## src/rtl/ihex_pkg.sv

```systemverilog
// Shared constants, types and helpers of the Intel HEX record encoder.
`timescale 1ns / 1ps
package ihex_pkg;

  // Record geometry
  localparam int RECORD_BYTES = 16;
  localparam int IDX_W        = (RECORD_BYTES > 1) ? $clog2(RECORD_BYTES) : 1;
  localparam int FILL_W       = $clog2(RECORD_BYTES + 1);
  localparam int POS_W        = $clog2(RECORD_BYTES + 5);
  localparam int QUEUE_DEPTH  = 2;

  // Configuration port
  localparam int PADDR_W = 4;
  localparam int PDATA_W = 32;
  localparam logic [1:0] REG_SEGMENT_BASE  = 2'd0;
  localparam logic [1:0] REG_START_ENABLE  = 2'd1;
  localparam logic [1:0] REG_START_SEGMENT = 2'd2;
  localparam logic [1:0] REG_START_OFFSET  = 2'd3;

  // Input operations
  localparam logic [1:0] OP_DATA      = 2'd0;
  localparam logic [1:0] OP_END_SEG   = 2'd1;
  localparam logic [1:0] OP_END_IMAGE = 2'd2;
  localparam logic [1:0] OP_UNUSED    = 2'd3;

  // Record types and fixed lengths
  localparam logic [7:0] REC_DATA      = 8'h00;
  localparam logic [7:0] REC_EOF       = 8'h01;
  localparam logic [7:0] REC_EXT_SEG   = 8'h02;
  localparam logic [7:0] REC_START_SEG = 8'h03;
  localparam logic [7:0] EXT_SEG_LEN   = 8'd2;
  localparam logic [7:0] START_SEG_LEN = 8'd4;
  localparam logic [7:0] EOF_LEN       = 8'd0;

  // Characters
  localparam logic [6:0] CH_COLON   = 7'h3A;
  localparam logic [6:0] CH_NEWLINE = 7'h0A;
  localparam logic [6:0] CH_ZERO    = 7'h30;
  localparam logic [6:0] CH_ONE     = 7'h31;
  localparam logic [6:0] CH_NINE    = 7'h39;
  localparam logic [6:0] CH_UPPER_A = 7'h41;
  localparam logic [6:0] CH_UPPER_F = 7'h46;

  typedef struct packed {
    logic [15:0] segment_base;
    logic        start_enable;
    logic [15:0] start_segment;
    logic [15:0] start_offset;
  } cfg_t;

  // One classified request: buffer write plus the records it emits
  typedef struct packed {
    logic              ext_seg;
    logic              start_seg;
    logic              data_rec;
    logic              eof_rec;
    logic              wr_en;
    logic [IDX_W-1:0]  wr_idx;
    logic [7:0]        wr_byte;
    logic [FILL_W-1:0] data_len;
    logic [15:0]       data_ofs;
  } cmd_t;

  function automatic logic [6:0] hex_char(input logic [3:0] v);
    logic [6:0] r;
    if (v < 4'd10) begin
      r = CH_ZERO + {3'b000, v};
    end else begin
      r = CH_UPPER_A + {3'b000, v} - 7'd10;
    end
    return r;
  endfunction

endpackage

```

## src/rtl/ihex_if.sv

```systemverilog
// Valid/ready channel interfaces for image bytes in and HEX characters out.
`timescale 1ns / 1ps
interface ihex_in_if;
  logic       valid;
  logic       ready;
  logic [1:0] operation;
  logic [7:0] byte_value;
  modport source(output valid, operation, byte_value, input ready);
  modport sink(input valid, operation, byte_value, output ready);
endinterface

interface ihex_out_if;
  logic       valid;
  logic       ready;
  logic [6:0] character;
  logic       run_last;
  modport source(output valid, character, run_last, input ready);
  modport sink(input valid, character, run_last, output ready);
endinterface

```

## src/rtl/ihex_front.sv

```systemverilog
// Front end: accepts image requests, tracks record fill and offset, issues commands.
`timescale 1ns / 1ps
module ihex_front (
  input  logic          clk,
  input  logic          rst,
  ihex_in_if.sink       image,
  input  logic          start_enable,
  output ihex_pkg::cmd_t push_cmd,
  output logic          push_valid,
  input  logic          push_ready
);
  import ihex_pkg::*;

  logic [FILL_W-1:0] fill;
  logic [FILL_W-1:0] fill_next;
  logic [FILL_W-1:0] fill_inc;
  logic [15:0]       load_offset;
  logic [15:0]       load_offset_next;
  logic              header_sent;
  logic              header_sent_next;
  logic              accept;

  assign image.ready = push_ready;
  assign push_valid  = image.valid && (image.operation != OP_UNUSED);
  assign accept      = push_valid && push_ready;
  assign fill_inc    = fill + FILL_W'(1);

  // Classify the request and compute the next record state
  always_comb begin
    push_cmd           = '0;
    push_cmd.ext_seg   = !header_sent;
    push_cmd.start_seg = !header_sent && start_enable;
    push_cmd.wr_byte   = image.byte_value;
    push_cmd.wr_idx    = fill[IDX_W-1:0];
    push_cmd.data_ofs  = load_offset;
    fill_next          = fill;
    load_offset_next   = load_offset;
    header_sent_next   = header_sent;
    unique case (image.operation)
      OP_DATA, OP_END_SEG: begin
        push_cmd.wr_en   = 1'b1;
        header_sent_next = 1'b1;
        if ((fill_inc == FILL_W'(RECORD_BYTES)) || (image.operation == OP_END_SEG)) begin
          push_cmd.data_rec = 1'b1;
          push_cmd.data_len = fill_inc;
          fill_next         = '0;
          load_offset_next  = load_offset + 16'(fill_inc);
        end else begin
          fill_next = fill_inc;
        end
      end
      OP_END_IMAGE: begin
        push_cmd.data_rec = (fill != '0);
        push_cmd.data_len = fill;
        push_cmd.eof_rec  = 1'b1;
        fill_next         = '0;
        load_offset_next  = '0;
        header_sent_next  = 1'b0;
      end
      OP_UNUSED: begin
      end
    endcase
  end

  // Advance record state on each accepted request
  always_ff @(posedge clk) begin
    if (rst) begin
      fill        <= '0;
      load_offset <= '0;
      header_sent <= 1'b0;
    end else if (accept) begin
      fill        <= fill_next;
      load_offset <= load_offset_next;
      header_sent <= header_sent_next;
    end
  end

endmodule

```

## src/rtl/ihex_queue.sv

```systemverilog
// Short command queue between the front end and the character back end.
`timescale 1ns / 1ps
module ihex_queue (
  input  logic           clk,
  input  logic           rst,
  input  ihex_pkg::cmd_t push_cmd,
  input  logic           push_valid,
  output logic           push_ready,
  output ihex_pkg::cmd_t pop_cmd,
  output logic           pop_valid,
  input  logic           pop_ready
);
  import ihex_pkg::*;

  localparam int PTR_W = (QUEUE_DEPTH > 1) ? $clog2(QUEUE_DEPTH) : 1;
  localparam int CNT_W = $clog2(QUEUE_DEPTH + 1);

  cmd_t             entries [QUEUE_DEPTH];
  logic [PTR_W-1:0] wr_ptr;
  logic [PTR_W-1:0] rd_ptr;
  logic [CNT_W-1:0] count;
  logic             do_push;
  logic             do_pop;

  assign push_ready = (count != CNT_W'(QUEUE_DEPTH));
  assign pop_valid  = (count != '0);
  assign pop_cmd    = entries[rd_ptr];
  assign do_push    = push_valid && push_ready;
  assign do_pop     = pop_valid && pop_ready;

  // Store pushed commands
  always_ff @(posedge clk) begin
    if (do_push) begin
      entries[wr_ptr] <= push_cmd;
    end
  end

  // Move pointers and occupancy
  always_ff @(posedge clk) begin
    if (rst) begin
      wr_ptr <= '0;
      rd_ptr <= '0;
      count  <= '0;
    end else begin
      if (do_push) begin
        wr_ptr <= (wr_ptr == PTR_W'(QUEUE_DEPTH - 1)) ? '0 : wr_ptr + PTR_W'(1);
      end
      if (do_pop) begin
        rd_ptr <= (rd_ptr == PTR_W'(QUEUE_DEPTH - 1)) ? '0 : rd_ptr + PTR_W'(1);
      end
      if (do_push && !do_pop) begin
        count <= count + CNT_W'(1);
      end else if (do_pop && !do_push) begin
        count <= count - CNT_W'(1);
      end
    end
  end

endmodule

```

## src/rtl/ihex_back.sv

```systemverilog
// Back end: holds the record buffer and emits record characters one per cycle while hex.ready is high.
`timescale 1ns / 1ps
module ihex_back (
  input  logic           clk,
  input  logic           rst,
  input  ihex_pkg::cfg_t cfg,
  input  ihex_pkg::cmd_t pop_cmd,
  input  logic           pop_valid,
  output logic           pop_ready,
  ihex_out_if.source     hex
);
  import ihex_pkg::*;

  localparam logic [1:0] PH_COLON = 2'd0;
  localparam logic [1:0] PH_HI    = 2'd1;
  localparam logic [1:0] PH_LO    = 2'd2;
  localparam logic [1:0] PH_NL    = 2'd3;

  logic [7:0]        buffer [RECORD_BYTES];
  logic              busy;
  logic [3:0]        pend;
  logic [3:0]        cur_rec;
  logic [3:0]        rest;
  logic [1:0]        phase;
  logic [POS_W-1:0]  pos;
  logic [POS_W-1:0]  data_pos;
  logic [7:0]        sum;
  logic [FILL_W-1:0] data_len;
  logic [15:0]       data_ofs;
  logic [7:0]        rec_len;
  logic [7:0]        rec_type;
  logic [15:0]       rec_ofs;
  logic [7:0]        payload;
  logic [7:0]        cur_byte;
  logic              is_cksum;
  logic [6:0]        cur_char;
  logic              cur_last;
  logic              emit;
  logic              out_valid;
  logic [6:0]        out_char;
  logic              out_last;

  assign pop_ready     = !busy;
  assign hex.valid     = out_valid;
  assign hex.character = out_char;
  assign hex.run_last  = out_last;
  assign emit          = busy && (!out_valid || hex.ready);

  // Pick the lowest pending record: header, start, data, end of file
  assign cur_rec  = pend & (~pend + 4'd1);
  assign rest     = pend & ~cur_rec;
  assign data_pos = pos - POS_W'(4);

  always_comb begin
    rec_len  = EOF_LEN;
    rec_type = REC_EOF;
    rec_ofs  = '0;
    payload  = buffer[data_pos[IDX_W-1:0]];
    priority if (cur_rec[0]) begin
      rec_len  = EXT_SEG_LEN;
      rec_type = REC_EXT_SEG;
      payload  = (data_pos == '0) ? cfg.segment_base[15:8] : cfg.segment_base[7:0];
    end else if (cur_rec[1]) begin
      rec_len  = START_SEG_LEN;
      rec_type = REC_START_SEG;
      unique case (data_pos[1:0])
        2'd0: payload = cfg.start_segment[15:8];
        2'd1: payload = cfg.start_segment[7:0];
        2'd2: payload = cfg.start_offset[15:8];
        2'd3: payload = cfg.start_offset[7:0];
      endcase
    end else if (cur_rec[2]) begin
      rec_len  = 8'(data_len);
      rec_type = REC_DATA;
      rec_ofs  = data_ofs;
    end else begin
      rec_len  = EOF_LEN;
      rec_type = REC_EOF;
    end
  end

  // Select the byte at the current position of the record
  assign is_cksum = (({1'b0, rec_len} + 9'd4) == 9'(pos));

  always_comb begin
    priority if (pos == POS_W'(0)) begin
      cur_byte = rec_len;
    end else if (pos == POS_W'(1)) begin
      cur_byte = rec_ofs[15:8];
    end else if (pos == POS_W'(2)) begin
      cur_byte = rec_ofs[7:0];
    end else if (pos == POS_W'(3)) begin
      cur_byte = rec_type;
    end else if (is_cksum) begin
      cur_byte = 8'd0 - sum;
    end else begin
      cur_byte = payload;
    end
  end

  always_comb begin
    unique case (phase)
      PH_COLON: cur_char = CH_COLON;
      PH_HI:    cur_char = hex_char(cur_byte[7:4]);
      PH_LO:    cur_char = hex_char(cur_byte[3:0]);
      PH_NL:    cur_char = CH_NEWLINE;
    endcase
  end

  assign cur_last = (phase == PH_NL) && (rest == '0);

  // Write buffered bytes as commands are taken
  always_ff @(posedge clk) begin
    if (pop_valid && pop_ready && pop_cmd.wr_en) begin
      buffer[pop_cmd.wr_idx] <= pop_cmd.wr_byte;
    end
  end

  // Load record parameters of a new command
  always_ff @(posedge clk) begin
    if (pop_valid && pop_ready) begin
      data_len <= pop_cmd.data_len;
      data_ofs <= pop_cmd.data_ofs;
    end
  end

  // Sequence records and characters
  always_ff @(posedge clk) begin
    if (rst) begin
      busy  <= 1'b0;
      pend  <= '0;
      phase <= PH_COLON;
      pos   <= '0;
      sum   <= '0;
    end else if (pop_valid && pop_ready) begin
      pend  <= {pop_cmd.eof_rec, pop_cmd.data_rec, pop_cmd.start_seg, pop_cmd.ext_seg};
      busy  <= pop_cmd.eof_rec || pop_cmd.data_rec || pop_cmd.start_seg || pop_cmd.ext_seg;
      phase <= PH_COLON;
    end else if (emit) begin
      unique case (phase)
        PH_COLON: begin
          phase <= PH_HI;
          pos   <= '0;
          sum   <= '0;
        end
        PH_HI: begin
          phase <= PH_LO;
        end
        PH_LO: begin
          sum <= sum + cur_byte;
          if (is_cksum) begin
            phase <= PH_NL;
          end else begin
            phase <= PH_HI;
            pos   <= pos + POS_W'(1);
          end
        end
        PH_NL: begin
          pend  <= rest;
          phase <= PH_COLON;
          if (rest == '0) begin
            busy <= 1'b0;
          end
        end
      endcase
    end
  end

  // Hold the output character until it is taken
  always_ff @(posedge clk) begin
    if (rst) begin
      out_valid <= 1'b0;
    end else if (emit) begin
      out_valid <= 1'b1;
    end else if (hex.ready) begin
      out_valid <= 1'b0;
    end
  end

  always_ff @(posedge clk) begin
    if (emit) begin
      out_char <= cur_char;
      out_last <= cur_last;
    end
  end

endmodule

```

## src/rtl/intel_hex_record_encoder_unit.sv

```systemverilog
// Top level of the Intel HEX record encoder: register port, front end, queue, back end.
//
// Usage:
//   image: valid/ready channel of requests (operation, byte_value). Operation 0 is a
//     data byte, 1 a data byte that closes the segment, 2 the end of the image; 3 is
//     taken and dropped. The first request of an image also emits the extended
//     segment address record and, when start_enable is set, the start address record.
//   hex: valid/ready channel of ASCII characters; run_last marks the final character
//     caused by one request. Requests that only buffer a byte produce nothing.
//   APB port: segment_base at 0x0, start_enable at 0x4, start_segment at 0x8,
//     start_offset at 0xC. Write only while the block is idle.
// Throughput: one character per cycle out of the back end's output register while hex.ready
//   is high; the back end takes the next request from the queue only once it is idle. A full
//   16-byte record costs 44 characters.
// Reset clears registers, record state and queue; the next request starts an image.
// A stalled hex channel holds its character; the two-entry queue keeps taking
//   requests until it fills, then image.ready drops.
`timescale 1ns / 1ps
module intel_hex_record_encoder_unit (
  input  logic                          clk,
  input  logic                          rst,
  input  logic                          psel,
  input  logic                          penable,
  input  logic                          pwrite,
  input  logic [ihex_pkg::PADDR_W-1:0]  paddr,
  input  logic [ihex_pkg::PDATA_W-1:0]  pwdata,
  output logic [ihex_pkg::PDATA_W-1:0]  prdata,
  output logic                          pready,
  ihex_in_if.sink                       image,
  ihex_out_if.source                    hex
);
  import ihex_pkg::*;

  cfg_t       cfg;
  cmd_t       push_cmd;
  cmd_t       pop_cmd;
  logic       push_valid;
  logic       push_ready;
  logic       pop_valid;
  logic       pop_ready;
  logic [1:0] reg_idx;

  assign pready  = 1'b1;
  assign reg_idx = paddr[3:2];

  // Configuration registers
  always_ff @(posedge clk) begin
    if (rst) begin
      cfg <= '0;
    end else if (psel && penable && pwrite && pready) begin
      unique case (reg_idx)
        REG_SEGMENT_BASE:  cfg.segment_base  <= pwdata[15:0];
        REG_START_ENABLE:  cfg.start_enable  <= pwdata[0];
        REG_START_SEGMENT: cfg.start_segment <= pwdata[15:0];
        REG_START_OFFSET:  cfg.start_offset  <= pwdata[15:0];
      endcase
    end
  end

  // Read back
  always_comb begin
    unique case (reg_idx)
      REG_SEGMENT_BASE:  prdata = PDATA_W'(cfg.segment_base);
      REG_START_ENABLE:  prdata = PDATA_W'(cfg.start_enable);
      REG_START_SEGMENT: prdata = PDATA_W'(cfg.start_segment);
      REG_START_OFFSET:  prdata = PDATA_W'(cfg.start_offset);
    endcase
  end

  ihex_front u_front (
    .clk          (clk),
    .rst          (rst),
    .image        (image),
    .start_enable (cfg.start_enable),
    .push_cmd     (push_cmd),
    .push_valid   (push_valid),
    .push_ready   (push_ready)
  );

  ihex_queue u_queue (
    .clk        (clk),
    .rst        (rst),
    .push_cmd   (push_cmd),
    .push_valid (push_valid),
    .push_ready (push_ready),
    .pop_cmd    (pop_cmd),
    .pop_valid  (pop_valid),
    .pop_ready  (pop_ready)
  );

  ihex_back u_back (
    .clk       (clk),
    .rst       (rst),
    .cfg       (cfg),
    .pop_cmd   (pop_cmd),
    .pop_valid (pop_valid),
    .pop_ready (pop_ready),
    .hex       (hex)
  );

endmodule

```

## src/flat_wrapper.sv

```systemverilog
// flat-port wrapper written by rule: the top's interface ports become plain ports
module intel_hex_record_encoder_unit_flat import ihex_pkg::*;
  (clk, rst, psel, penable, pwrite, paddr, pwdata, prdata, pready, image_valid, image_operation, image_byte_value, image_ready, hex_valid, hex_character, hex_run_last, hex_ready);
  ihex_in_if image_i ();
  ihex_out_if hex_i ();
  input  logic clk;
  input  logic rst;
  input  logic psel;
  input  logic penable;
  input  logic pwrite;
  input  logic [ihex_pkg::PADDR_W-1:0] paddr;
  input  logic [ihex_pkg::PDATA_W-1:0] pwdata;
  output logic [ihex_pkg::PDATA_W-1:0] prdata;
  output logic pready;
  input wire logic [$bits(image_i.valid)-1:0] image_valid;
  input wire logic [$bits(image_i.operation)-1:0] image_operation;
  input wire logic [$bits(image_i.byte_value)-1:0] image_byte_value;
  output wire logic [$bits(image_i.ready)-1:0] image_ready;
  output wire logic [$bits(hex_i.valid)-1:0] hex_valid;
  output wire logic [$bits(hex_i.character)-1:0] hex_character;
  output wire logic [$bits(hex_i.run_last)-1:0] hex_run_last;
  input wire logic [$bits(hex_i.ready)-1:0] hex_ready;
  assign image_i.valid = image_valid;
  assign image_i.operation = image_operation;
  assign image_i.byte_value = image_byte_value;
  assign image_ready = image_i.ready;
  assign hex_valid = hex_i.valid;
  assign hex_character = hex_i.character;
  assign hex_run_last = hex_i.run_last;
  assign hex_i.ready = hex_ready;
  intel_hex_record_encoder_unit u_core (.clk(clk), .rst(rst), .psel(psel), .penable(penable), .pwrite(pwrite), .paddr(paddr), .pwdata(pwdata), .prdata(prdata), .pready(pready), .image(image_i), .hex(hex_i));
endmodule
```

## config.mk

```make
export PLATFORM = sky130hd
export DESIGN_NAME = intel_hex_record_encoder_unit_flat
export DESIGN_NICKNAME = d
export VERILOG_FILES = /design/src/rtl/ihex_pkg.sv /design/src/rtl/ihex_if.sv /design/src/rtl/ihex_front.sv /design/src/rtl/ihex_queue.sv /design/src/rtl/ihex_back.sv /design/src/rtl/intel_hex_record_encoder_unit.sv /design/src/flat_wrapper.sv
export SDC_FILE = /design/constraint.sdc
export NUM_CORES = 1
export LEC_CHECK = 0
export BUFFER_PORTS_ARGS = -buffer_cell sky130_fd_sc_hd__buf_2
export CAP_MARGIN = 20
export CORE_ASPECT_RATIO = 1.25
export CORE_MARGIN = 5
export CORE_UTILIZATION = 57
export CTS_BUF_LIST = sky130_fd_sc_hd__clkbuf_4
export DETAILED_ROUTE_END_ITERATION = 10
export GPL_TIMING_DRIVEN = 0
export PLACE_DENSITY_LB_ADDON = 0.3
export RECOVER_POWER = 25
export SETUP_SLACK_MARGIN = 0.4
export SLEW_MARGIN = 20
export SYNTH_ARGS = -nofsm -noshare
export SYNTH_HDL_FRONTEND = slang
export SYNTH_SLANG_ARGS = --single-unit
export TNS_END_PERCENT = 5
```

## constraint.sdc

```tcl
create_clock -name clk -period 4.25 [get_ports clk]
set_clock_uncertainty 0.15 [all_clocks]
set_input_delay 0.85 -clock clk [delete_from_list [all_inputs] [get_ports clk]]
set_output_delay 0.85 -clock clk [all_outputs]
set_load 0.02 [all_outputs]
```

==> out/qor.csv <==
metric,value,unit
status,"complete, no violations",
finalCritPeriodShare,0.9703,
drv_cap,0,
die_area,0.03006,mm^2
fin_nets,1526,
clock_path_buffers,3,
crit_chain,buf_6 -> nor3b_4 -> buf_6 -> and2_1 -> ha_1 -> xnor2_2 -> o311ai_4 -> buf_4 -> nor4_1 -> a32oi_1 -> o21ai_2 -> ha_1 -> inv_1 -> o21bai_1 -> a21oi_2 -> o21ai_2 -> xnor2_2 -> or3_1 -> a31oi_1,
pwr_density_cell,483.1,mW/mm^2
fin_worst_hold_slack,0.1473,ns
routed_via_density,5.974,
slowest_delay,0.47,ns
hold_viol,0,
avgRoutedWirePerCell,20.90,um
ys_ff_latch,330,
die_h,192.6,um
hold_buffers,0,
critPathRequiredTime,4.79,ns
drtAntennaViolNets,0,
critical_path_class,reg2reg,
placed_area,0.01610,mm^2
grt_use_total,0.2599,
coreArea,0.02618,mm^2
cpMaxStageDelayCell,nor4_1,
place_congestion,0.9654,
grt_pass1_vias,10880,
hold_path_end,u_core.u_queue.entries[0][24],
cts_buffers,81,
ioPinCount,96,
hpwlAfterDp,27.12,mm
crit_fanout,10,
min_path_cells,1,
rows,66,
syn_area,0.01520,mm^2
timing.fmax,242.5,MHz
reg2regPathDepth,19,
overflow,0,
synthTopCellsByArea,"edfxtp_1 46%, dfxtp_1 13%, nand2_1 4.0%",
worst_pin_slew,1.281,ns
hold_start,image_byte_value[3],
yosysMostFrequentCell,edfxtp_1,
synth_top_cell_by_area,edfxtp_1,
numPortBuffers,59,
finalMaxSlewViolations,0,
cts-root-buf,clkbuf_4,
setup_viol,0,
start_kind,flip-flop,
antenna_found_initial,1,
peakVddDrop,0.3077,mV
finalSetupTns,0,ns
rsz0062_at_grt,yes,
clkSinkCount,330,
dp_cells,1673,
areaGrowthSynthToFinish,16.18,%
r2r-end,u_core.u_back.sum[7],
leakage,6.338,nW
final_cells,1851,
via_count,11060,
first_iter_violations,1015,
stdcell_area,0.01766,mm^2
reg2reg_from,u_core.u_back.pend[0],
synth_edf_count,233,
synthArstFlopShare,0,
remaining_drc_errors,0,
die_w,156.1,um
drive_gt1_frac,0.2445,
yosysWarnings,0,
seq_area_frac_synth,0.5879,
grt_pass1_wl,59.73,mm
path_delay_family,simple AND/OR/NAND/NOR gates,
h-tree-depth,3,
clk_latency,0.77,ns
hold_path.class,in2reg,
relSlewSlack,0.1428,
min_period,4.124,ns
arrival,4.67,ns
ys_types,85,
fillerInstances,1981,
critical_path_buf_inv_count,4,
synthFlopType,edfxtp_1,
syn_inst,1257,
synth_top_area_share,0.4602,
total_power,8.534,mW
synth_commonest_cells,"233 x edfxtp_1, 162 x nand2_1, 98 x a21oi_1, 97 x dfxtp_1, 92 x nor2_1",
initial_core_util,0.5808,
cts_tree,yes,
endpoint_kind,flip-flop,
wirelength,38.70,mm
drt_pre_antenna_iters,8,
path_clk_slew,0.07,ns
postSynthAreaPerCell,12.10,um^2
grt_max_degree,26,
rrSetupSlack,0.13,ns
[sequential cells by signal, summed over array words and instances, names as in the netlist, named ones only]
signal                       cells
u_core.u_back.buffer           128
u_core.u_queue.entries          76
u_core.cfg                      49
u_core.u_back.data_ofs          16
u_core.u_front.load_offset      16
u_core.u_back.sum                8
u_core.u_back.hex.character      7
u_core.u_back.data_len           5
u_core.u_back.pos                5
u_core.u_front.fill              5
u_core.u_back.pend               4
u_core.u_back.phase              2
u_core.u_queue.count             2
u_core.u_back.busy               1
u_core.u_back.hex.run_last       1
u_core.u_back.hex.valid          1
u_core.u_front.header_sent       1
u_core.u_queue.rd_ptr            1
u_core.u_queue.wr_ptr            1
[cells by family after synthesis]
logic type	after synthesis	synth area share
buf+inv	126	0.03958
simple gates	378	0.1148
mux	97	0.09990
fa+ha+maj	31	0.02633
flops	330	0.5879
compound gates	256	0.1092
xor+xnor	37	0.02181
other cells	2	0.0004939
[area by class of cell]
class / instances / area (um^2) / area share
diodes: 2 / 5.005 / 0.0002833
plain buffers: 84 / 536.8 / 0.03039
clock buffers: 123 / 923.4 / 0.05227
clock inverters: 26 / 162.7 / 0.009208
inverters: 42 / 183.9 / 0.01041
multi-input cells: 816 / 5951 / 0.3369
flip-flops and latches: 330 / 8946 / 0.5064
well taps: 340 / 425.4 / 0.02408
repair buffers: 88 / 530.5 / 0.03003
[routing by layer]
metal	GRT usage	vias up	wire length (um)
li1	-	5106	-
met1	0.3260	5297	15180
met2	0.4285	544	18730
met3	0.06057	111	3162
met4	0.1216	0	1631
met5	0	-	0
[power breakdown]
group / leakage [nW] / switching, mW / internal [mW]
registers: 2.92 / 0.108 / 3.89
clock network: 0.651 / 1.25 / 1.45
logic: 2.76 / 1.19 / 0.637
total: 6.34 / 2.56 / 5.98
[worst register-to-register path: cells and delay by family, from the launching register on]
family,cells,cell delay (ns)
DFF,1,0.33
xor gates and xnor gates,2,0.32
adders and majority gates,2,0.59
AOI/OAI and AO/OA,7,1.09
buffers and inverters,4,0.49
and+or+nand+nor,4,1.11
[repair_timing]
item | 4_1_cts | 5_1_grt
resized for setup | 55 | 15
buffers inserted | 26 | 1
cloned | 0 | 0
setup endpoints to repair | 18 | 17
pin swaps | 21 | 7
[stage by stage]
step           utilization  setup slack, ns
5_1_grt             0.6747          -0.1222
4_1_cts             0.6718           0.2068
2_1_floorplan            -           0.3194
3_3_place_gp        0.6130          -0.5982
3_5_place_dp        0.6150          -0.6612
6_report            0.6748           0.1261
[cell usage in the layout (no fill, tap or decap), types with 14 or more instances in the layout]
cell type  count
a21oi_1       93
a22o_1        17
buf_2         59
buf_4         46
clkbuf_1      46
clkbuf_4     124
clkinv_1      17
conb_1        17
dfxtp_1       93
edfxtp_1     233
ha_1          24
inv_1         37
mux2_2        45
mux2i_1       19
mux4_1        21
nand2_1      161
nand3_1       23
nor2_1        90
nor3_1        14
o21ai_0       39
xnor2_1       19
[worst max-delay path by stage]
stage | startpoint | to | slack (ns) | depth (start not counted)
floorplan | u_core.u_back.pend[0] | u_core.u_back.sum[7] | 0.32 | 21
CTS | u_core.u_back.pend[0] | u_core.u_back.sum[7] | 0.21 | 19
global route | u_core.u_back.pend[0] | u_core.u_back.sum[7] | -0.12 | 19
global placement | u_core.u_back.pos[1] | u_core.u_back.sum[7] | -0.60 | 18
detailed placement | u_core.u_back.pos[1] | u_core.u_back.sum[6] | -0.66 | 22
finish | u_core.u_back.pend[0] | u_core.u_back.sum[7] | 0.13 | 19
(Power assumes the default switching activity.)
